--- src/design/mstq_pkg.sv ---
// types and constants shared by the timer queue modules
`default_nettype none
package mstq_pkg;

   typedef enum logic [2:0] {
      OP_ADD_ONE  = 3'd0,
      OP_ADD_PER  = 3'd1,
      OP_MODIFY   = 3'd2,
      OP_REMOVE   = 3'd3,
      OP_ENABLE   = 3'd4,
      OP_DISABLE  = 3'd5,
      OP_CLEAR    = 3'd6,
      OP_TICK     = 3'd7
   } op_type;

   typedef enum logic [1:0] {
      ST_OK      = 2'd0,
      ST_NO_SLOT = 2'd1,
      ST_FULL    = 2'd2
   } status_type;

   localparam logic KIND_ACK    = 1'b0;
   localparam logic KIND_EXPIRY = 1'b1;

   typedef struct packed {
      logic [2:0]  op;
      logic [3:0]  slot_id;
      logic [31:0] interval;
   } req_type;

   typedef struct packed {
      logic       kind;
      logic [1:0] status;
      logic [3:0] timer_slot;
      logic       last;
   } rsp_type;

   typedef enum logic [1:0] {
      EX_IDLE  = 2'd0,
      EX_CMD   = 2'd1,
      EX_SCAN  = 2'd2
   } ex_state_type;

endpackage
`default_nettype wire

--- src/design/mstq_fifo.sv ---
// small register queue between the front and the back of the timer block
`default_nettype none
module mstq_fifo #(
   parameter int WIDTH = 8,
   parameter int DEPTH = 2
) (
   input  wire logic             clock,
   input  wire logic             reset,
   input  wire logic             push,
   input  wire logic [WIDTH-1:0] push_data,
   output logic                  full,
   input  wire logic             pop,
   output logic [WIDTH-1:0]      pop_data,
   output logic                  empty
);
   localparam int AW = (DEPTH > 1) ? $clog2(DEPTH) : 1;

   logic [WIDTH-1:0] mem_ff [DEPTH];
   logic [AW-1:0]    wr_ff, wr_in, rd_ff, rd_in;
   logic [AW:0]      cnt_ff, cnt_in;
   logic             do_push, do_pop;

   assign full     = (cnt_ff == (AW+1)'(DEPTH));
   assign empty    = (cnt_ff == '0);
   assign pop_data = mem_ff[rd_ff];
   assign do_push  = push && !full;
   assign do_pop   = pop && !empty;

   always_comb begin
      wr_in  = wr_ff;
      rd_in  = rd_ff;
      cnt_in = cnt_ff;
      if (do_push) begin
         wr_in = (wr_ff == AW'(DEPTH-1)) ? '0 : wr_ff + 1'b1;
      end
      if (do_pop) begin
         rd_in = (rd_ff == AW'(DEPTH-1)) ? '0 : rd_ff + 1'b1;
      end
      if (do_push && !do_pop) begin
         cnt_in = cnt_ff + 1'b1;
      end else if (do_pop && !do_push) begin
         cnt_in = cnt_ff - 1'b1;
      end
   end

   always_ff @(posedge clock) begin
      if (reset) begin
         wr_ff  <= '0;
         rd_ff  <= '0;
         cnt_ff <= '0;
      end else begin
         wr_ff  <= wr_in;
         rd_ff  <= rd_in;
         cnt_ff <= cnt_in;
      end
   end

   always_ff @(posedge clock) begin
      if (do_push) begin
         mem_ff[wr_ff] <= push_data;
      end
   end

   property p_count_bound;
      @(posedge clock) disable iff (reset) cnt_ff <= (AW+1)'(DEPTH);
   endproperty
   a_count_bound: assert property (p_count_bound) else $error("fifo overfilled");

   property p_push_grows;
      @(posedge clock) disable iff (reset)
         (do_push && !do_pop) |=> !empty;
   endproperty
   a_push_grows: assert property (p_push_grows) else $error("fifo lost a push");

   property p_pop_shrinks;
      @(posedge clock) disable iff (reset)
         (do_pop && !do_push && cnt_ff == (AW+1)'(1)) |=> empty;
   endproperty
   a_pop_shrinks: assert property (p_pop_shrinks) else $error("fifo count wrong");
endmodule
`default_nettype wire

--- src/design/mstq_engine.sv ---
// back part: slot table, command execution and tick scan
`default_nettype none
module mstq_engine
   import mstq_pkg::*;
#(
   parameter int SLOT_COUNT = 16,
   parameter int TIME_WIDTH = 32
) (
   input  wire logic    clock,
   input  wire logic    reset,
   input  wire logic    cmd_valid,
   input  wire req_type cmd,
   output logic         cmd_take,
   output logic         out_valid,
   output rsp_type      out_data,
   input  wire logic    out_full
);
   localparam int SW = (SLOT_COUNT > 1) ? $clog2(SLOT_COUNT) : 1;

   ex_state_type          state_ff, state_in;
   logic [SLOT_COUNT-1:0] used_ff, used_in, en_ff, en_in, per_ff, per_in;
   logic [TIME_WIDTH-1:0] ival_ff [SLOT_COUNT];
   logic [TIME_WIDTH-1:0] dl_ff [SLOT_COUNT];
   logic [TIME_WIDTH-1:0] now_ff, now_in;
   req_type               cur_ff, cur_in;
   logic [SW-1:0]         scan_ff, scan_in;
   logic                  pend_ff, pend_in;
   logic [SW-1:0]         pslot_ff, pslot_in;

   logic [SW-1:0]         free_idx;
   logic                  free_ok;
   logic                  sid_ok, valid_slot;
   logic [SW-1:0]         sid;
   logic                  wr_en;
   logic [SW-1:0]         wr_idx;
   logic [TIME_WIDTH-1:0] wr_ival, wr_dl;
   logic                  wr_ival_en;
   logic [TIME_WIDTH-1:0] cur_ival, diff;
   logic                  due, scan_last;

   always_comb begin
      free_ok  = 1'b0;
      free_idx = '0;
      for (int i = SLOT_COUNT - 1; i >= 0; i--) begin
         if (!used_ff[i]) begin
            free_ok  = 1'b1;
            free_idx = SW'(i);
         end
      end
   end

   assign sid_ok     = ({28'd0, cur_ff.slot_id} < 32'(SLOT_COUNT));
   assign sid        = SW'(cur_ff.slot_id);
   assign valid_slot = sid_ok && used_ff[sid];
   assign cur_ival   = TIME_WIDTH'({32'd0, cur_ff.interval});
   assign diff       = now_ff - dl_ff[scan_ff];
   assign due        = used_ff[scan_ff] && en_ff[scan_ff] && !diff[TIME_WIDTH-1];
   assign scan_last  = (scan_ff == SW'(SLOT_COUNT - 1));
   assign cmd_take   = (state_ff == EX_IDLE) && cmd_valid;

   always_comb begin
      state_in   = state_ff;
      used_in    = used_ff;
      en_in      = en_ff;
      per_in     = per_ff;
      now_in     = now_ff;
      cur_in     = cur_ff;
      scan_in    = scan_ff;
      pend_in    = pend_ff;
      pslot_in   = pslot_ff;
      wr_en      = 1'b0;
      wr_ival_en = 1'b0;
      wr_idx     = sid;
      wr_ival    = cur_ival;
      wr_dl      = now_ff + cur_ival;
      out_valid  = 1'b0;
      out_data   = '0;
      unique case (state_ff)
         EX_IDLE: begin
            if (cmd_valid) begin
               cur_in = cmd;
               if (op_type'(cmd.op) == OP_TICK) begin
                  now_in   = now_ff + 1'b1;
                  scan_in  = '0;
                  pend_in  = 1'b0;
                  state_in = EX_SCAN;
               end else begin
                  state_in = EX_CMD;
               end
            end
         end
         EX_CMD: begin
            out_valid     = 1'b1;
            out_data.kind = KIND_ACK;
            out_data.last = 1'b1;
            case (op_type'(cur_ff.op))
               OP_ADD_ONE, OP_ADD_PER: begin
                  out_data.status     = free_ok ? ST_OK : ST_FULL;
                  out_data.timer_slot = free_ok ? 4'(free_idx) : 4'd0;
               end
               OP_CLEAR: begin
                  out_data.status     = ST_OK;
                  out_data.timer_slot = 4'd0;
               end
               default: begin
                  out_data.status     = valid_slot ? ST_OK : ST_NO_SLOT;
                  out_data.timer_slot = cur_ff.slot_id;
               end
            endcase
            if (!out_full) begin
               state_in = EX_IDLE;
               case (op_type'(cur_ff.op))
                  OP_ADD_ONE, OP_ADD_PER: begin
                     if (free_ok) begin
                        used_in[free_idx] = 1'b1;
                        en_in[free_idx]   = 1'b1;
                        per_in[free_idx]  = (op_type'(cur_ff.op) == OP_ADD_PER);
                        wr_en      = 1'b1;
                        wr_ival_en = 1'b1;
                        wr_idx     = free_idx;
                     end
                  end
                  OP_MODIFY: begin
                     wr_en      = valid_slot;
                     wr_ival_en = valid_slot;
                  end
                  OP_REMOVE: begin
                     if (valid_slot) begin
                        used_in[sid] = 1'b0;
                        en_in[sid]   = 1'b0;
                        per_in[sid]  = 1'b0;
                     end
                  end
                  OP_ENABLE: begin
                     if (valid_slot && !en_ff[sid]) begin
                        en_in[sid] = 1'b1;
                        wr_en      = 1'b1;
                        wr_dl      = now_ff + ival_ff[sid];
                     end
                  end
                  OP_DISABLE: begin
                     if (valid_slot) begin
                        en_in[sid] = 1'b0;
                     end
                  end
                  OP_CLEAR: begin
                     used_in = '0;
                     en_in   = '0;
                     per_in  = '0;
                  end
                  default: begin
                  end
               endcase
            end
         end
         EX_SCAN: begin
            // hold one found expiry back until the next is known, to mark last
            if (!(due && pend_ff && out_full)) begin
               if (due) begin
                  if (pend_ff) begin
                     out_valid           = 1'b1;
                     out_data.kind       = KIND_EXPIRY;
                     out_data.status     = ST_OK;
                     out_data.timer_slot = 4'(pslot_ff);
                     out_data.last       = 1'b0;
                  end
                  pend_in  = 1'b1;
                  pslot_in = scan_ff;
                  if (per_ff[scan_ff]) begin
                     wr_en  = 1'b1;
                     wr_idx = scan_ff;
                     wr_dl  = now_ff + ival_ff[scan_ff];
                  end else begin
                     used_in[scan_ff] = 1'b0;
                     en_in[scan_ff]   = 1'b0;
                  end
               end
               if (scan_last) begin
                  state_in = (pend_in) ? EX_CMD : EX_IDLE;
                  cur_in.op = OP_TICK;
               end else begin
                  scan_in = scan_ff + 1'b1;
               end
            end
         end
         default: state_in = EX_IDLE;
      endcase
      // final expiry of a tick leaves from the command state with last set
      if (state_ff == EX_CMD && op_type'(cur_ff.op) == OP_TICK) begin
         out_data.kind       = KIND_EXPIRY;
         out_data.status     = ST_OK;
         out_data.timer_slot = 4'(pslot_ff);
         out_data.last       = 1'b1;
      end
   end

   always_ff @(posedge clock) begin
      if (reset) begin
         state_ff <= EX_IDLE;
      end else begin
         state_ff <= state_in;
      end
   end

   always_ff @(posedge clock) begin
      if (reset) begin
         used_ff <= '0;
         en_ff   <= '0;
         per_ff  <= '0;
         now_ff  <= '0;
         pend_ff <= 1'b0;
      end else begin
         used_ff <= used_in;
         en_ff   <= en_in;
         per_ff  <= per_in;
         now_ff  <= now_in;
         pend_ff <= pend_in;
      end
   end

   always_ff @(posedge clock) begin
      cur_ff   <= cur_in;
      scan_ff  <= scan_in;
      pslot_ff <= pslot_in;
      if (wr_en) begin
         dl_ff[wr_idx] <= wr_dl;
      end
      if (wr_ival_en) begin
         ival_ff[wr_idx] <= wr_ival;
      end
   end

   property p_take_idle;
      @(posedge clock) disable iff (reset) cmd_take |=> state_ff != EX_IDLE;
   endproperty
   a_take_idle: assert property (p_take_idle) else $error("command lost");

   property p_no_push_full;
      @(posedge clock) disable iff (reset)
         (out_valid && out_full) |-> state_ff == EX_CMD;
   endproperty
   a_no_push_full: assert property (p_no_push_full) else $error("push into full queue");

   property p_enabled_used;
      @(posedge clock) disable iff (reset) (en_ff & ~used_ff) == '0;
   endproperty
   a_enabled_used: assert property (p_enabled_used) else $error("enabled slot not in use");
endmodule
`default_nettype wire

--- src/design/multi_slot_timer_queue.sv ---
// top level of the multi-slot timer queue
// a command's result is pushed to the result queue from the command state
// a tick scans one slot per cycle while the result queue can take its expiries,
// and expiries stream during the scan; the engine takes one command or tick at a
// time, only when idle, and waits in the command state while the result queue is full
// reset clears all slots, the time counter and both queues
`default_nettype none
module multi_slot_timer_queue
   import mstq_pkg::*;
#(
   parameter int SLOT_COUNT = 16,
   parameter int TIME_WIDTH = 32
) (
   input  wire logic    clock,
   input  wire logic    reset,
   input  wire logic    push,
   input  wire req_type req_data,
   output logic         full,
   output logic         empty,
   input  wire logic    pop,
   output rsp_type      rsp_data
);
   req_type cmd;
   logic    cmd_empty, cmd_take, ev_valid, ev_full;
   rsp_type ev_data;

   mstq_fifo #(.WIDTH($bits(req_type)), .DEPTH(2)) u_req_fifo (
      .clock, .reset,
      .push(push), .push_data(req_data), .full(full),
      .pop(cmd_take), .pop_data(cmd), .empty(cmd_empty)
   );

   mstq_engine #(.SLOT_COUNT(SLOT_COUNT), .TIME_WIDTH(TIME_WIDTH)) u_engine (
      .clock, .reset,
      .cmd_valid(!cmd_empty), .cmd(cmd), .cmd_take(cmd_take),
      .out_valid(ev_valid), .out_data(ev_data), .out_full(ev_full)
   );

   mstq_fifo #(.WIDTH($bits(rsp_type)), .DEPTH(4)) u_rsp_fifo (
      .clock, .reset,
      .push(ev_valid), .push_data(ev_data), .full(ev_full),
      .pop(pop), .pop_data(rsp_data), .empty(empty)
   );
endmodule
`default_nettype wire
--- config.mk ---
export PLATFORM = sky130hd
export DESIGN_NAME = multi_slot_timer_queue
export DESIGN_NICKNAME = d
export VERILOG_FILES = /design/src/design/mstq_pkg.sv /design/src/design/mstq_fifo.sv /design/src/design/mstq_engine.sv /design/src/design/multi_slot_timer_queue.sv
export SDC_FILE = /design/constraint.sdc
export NUM_CORES = 2
export LEC_CHECK = 0
export BUFFER_PORTS_ARGS = -buffer_cell sky130_fd_sc_hd__buf_2
export CAP_MARGIN = 10
export CELL_PAD_IN_SITES_DETAIL_PLACEMENT = 1
export CELL_PAD_IN_SITES_GLOBAL_PLACEMENT = 1
export CORE_MARGIN = 3
export CORE_UTILIZATION = 50
export DETAILED_ROUTE_END_ITERATION = 7
export MAX_ROUTING_LAYER = met4
export PLACE_DENSITY_LB_ADDON = 0.12
export SYNTH_ARGS = -nofsm -noshare
export SYNTH_HDL_FRONTEND = slang
export SYNTH_SLANG_ARGS = --single-unit
--- constraint.sdc ---
create_clock -name clock -period 6.8 [get_ports clock]
set_input_delay 1.36 -clock clock [delete_from_list [all_inputs] [get_ports clock]]
set_output_delay 1.36 -clock clock [all_outputs]
set_load 0.005 [all_outputs]
==> metrics.csv <==
metric,value,unit
Worst-path clk slew,60,ps
DR DRC count,0,
asr flop ratio synth,0,%
top post-synthesis cells by area,"edfxtp_1, mux4_2, dfxtp_1, ha_1, a21oi_1",
synth-to-layout area growth,12.7,%
fmax,0.158,GHz
Final Skew,35.6,ps
antenna violations before repair,4,
syn avg cell area,16.5,um2
Critical Path Stages,23,
fin crit share,93.1,%
Setup WS pre-CTS,436,ps
Buf/Inv on CP,7,
Die ar.,126000,um2
hold crit path type,reg -> reg,
1st-iter DRT viols,4385,
Synth cell types,89,
gp weighted congestion,0.922,
"commonest non-fill, non-tap cell in the layout",edfxtp_1,
largest area contributor in the netlist,edfxtp_1,
sinks on the clock net,1286,
Total Routing Usage GR,29.5,%
number of global-route vias before repair,39000,
sequential-to-total area share from yosys stat,61.9,%
Startpoint Class,flop,
overflow left after global routing,0,
"Primary FF master, synth",edfxtp_1,
Synth Instances,3671,
RSZ-0062 raised after global routing,false,
CTS Buf Count,136,
worst path required time,7470,ps
leak pwr,22.4,nW
vias per cell,6.63,
yosys warns,0,
Final WS setup,467,ps
via count,36600,
"slowest stage cell, crit path",dfxtp_4,
worst-case clock buffer depth,3,
CTS tree,built,
Avg WL per Cell,32.2,um
register bit total from synthesis,1286,
DP Area,64000,um2
Finished Cell Area,68300,um2
"non-filler cells, final",5526,
r2r setup slk,470,ps
Crit path arrival time,7000,ps
DP HPWL,115000,um
minimum clock period,6330,ps
Setup crit end,u_rsp_fifo.cnt_ff[2]$_SDFFE_PP0P_,
Synth top area share,58.5,%
core area,120000,um2
DP Cell Count,5280,
Hold Buf Count CTS,0,
chip height,354,um
endpoints failing hold,0,
setup TNS,0,ps
status,completed,
R2R Path End,u_rsp_fifo.cnt_ff[2]$_SDFFE_PP0P_,
Root Buffer,clkbuf_16,
Worst Path Max Fanout,30,
final setup fails,0,
Antenna Nets Post-Route,0,
max-slew violations,0,
die width,354,um
Rows,127,
most frequent cells in the layout,"edfxtp_1, mux4_2, nand2_1, nor2_1, a21oi_1",
critical path cell sequence,buf_12 -> buf_4 -> mux4_2 -> mux4_2 -> inv_1 -> ha_1 -> nand4_1 -> nor4_1 -> buf_4 -> nand4_1 -> a2bb2oi_2 -> nand4_2 -> mux2i_1 -> buf_4 -> nor3_2 -> a21oi_1 -> inv_1 -> ha_1 -> inv_1 -> fa_1 -> xor2_1 -> or3_1 -> a21oi_1,
Slew HR,14.9,%
CP Capture Type,flop,
Max VDD drop,293,uV
Mapped Area,60600,um2
Tot Pwr,26.0,mW
Initial Util,50.5,%
Mapped Nets,3856,
global-route wire length before repair,265000,um
layout cell share with drive strength beyond 1,25.8,%
clk_lat worst skew,760,ps
"delay-heaviest family, CP",simple AND/OR/NAND/NOR gates,
largest net degree at the start of global routing,72,
crit-path max cell delay,590,ps
port buffer count,52,
Post-synth EDFFs,1181,
Pre-antenna DRT Iters,5,
Layout Nets,3992,
Post-CTS Setup Bufs,0,
WS Path Type,reg -> reg,
Worst-Margin Slew,1270,ps
max cap viols,0,
IO Pins,53,
Pwr Density,380,nW/um2
post-cts resize count,0,
Reg2Reg Depth,23,
H-tree levels,4,
Total Routed Length,178000,um
## cells by family after synthesis
logic type,count (synthesis),synth area share [%]
xor gates and xnor gates,119,1.72
adders and majority gates,142,2.98
buffers and inverters,287,1.83
DFF,1286,61.9
muxes,568,19.8
and+or+nand+nor,640,4.92
AOI/OAI and AO/OA,629,6.81
## worst reg2reg max path, cell delays in order, from the launching register on
cell and delay, ps:
dfxtp_4 590, buf_12 320, buf_4 260, mux4_2 510
mux4_2 490, inv_1 90, ha_1 120, nand4_1 220
nor4_1 530, buf_4 220, nand4_1 90, a2bb2oi_2 150
nand4_2 220, mux2i_1 130, buf_4 190, nor3_2 460
a21oi_1 280, inv_1 120, ha_1 190, inv_1 70
fa_1 370, xor2_1 190, or3_1 310, a21oi_1 130
## state kept, by name, summed over array words and instances (netlist names), 3 cells and up, named ones only
| name | flops |
|---|---|
| u_req_fifo.mem_ff | 78 |
| u_engine.scan_ff | 4 |
| u_rsp_fifo.cnt_ff | 3 |
| u_engine.cur_ff | 3 |
| u_engine.en_ff | 16 |
| u_engine.ival_ff | 512 |
| u_engine.now_ff | 32 |
| u_engine.pslot_ff | 4 |
| u_rsp_fifo.mem_ff | 32 |
| u_engine.dl_ff | 512 |
| u_engine.used_ff | 16 |
| u_engine.sid | 4 |
| u_engine.cur_ival | 32 |
## worst min-delay path by stage
stage	end	slack [ps]	depth (start not counted)
3_5_place_dp	flop	470	2
6_report	flop	480	2
2_1_floorplan	flop	450	2
3_3_place_gp	flop	450	2
5_1_grt	flop	500	2
4_1_cts	flop	480	2
## synth_stat cells (all sizes together), types with 17 or more instances
library cell,count
mux4,499
a211oi,24
nor3,35
o21ai,142
or3,25
xnor2,54
inv,86
nand2,186
buf,62
o31ai,19
nand3,48
a22oi,23
a21oi,165
a31oi,18
a22o,20
edfxtp,1181
clkbuf,138
nand4,25
a21o,46
o22ai,30
mux2i,22
xor2,65
mux2,47
nor2b,17
ha,138
dfxtp,105
nand2b,37
nor2,208
o21bai,20
## metal layers
| metal | vias to the layer above | GRT usage, % | share of wire, % |
|---|---|---|---|
| li1 | 15300 | - | - |
| met1 | 19500 | 41.3 | 43 |
| met2 | 1561 | 46.6 | 49 |
| met3 | 274 | 3.93 | 6.6 |
| met4 | 0 | 6.95 | 2.2 |
| met5 | - | - | 0 |
## power breakdown
group | internal [mW] | switching [mW]
logic | 3.17 | 4.68
clock network | 4.08 | 3.10
registers | 10.1 | 0.883
total | 17.3 | 8.67
## metrics by stage
| stage | hold slack, ps | utilization (%) |
|---|---|---|
| after CTS | 478 | 56.9 |
| after detailed placement | 470 | 53.3 |
| after global routing | 499 | 56.9 |
| after global placement | 455 | 53.3 |
| after floorplan | 446 | - |
| final | 478 | 56.9 |
## cell type report
cell class                 count  area, um2
timing repair buffer         198       1880
clock inverter                79        722
multi-input combinational   2098      22200
fill                       10900      51800
sequential                  1286      37600
tap                         1612       2020
clock buffer                 164       3570
antenna                        2       5.00
inverter                      87        327
Note: power is estimated with default switching activity, not from simulation.
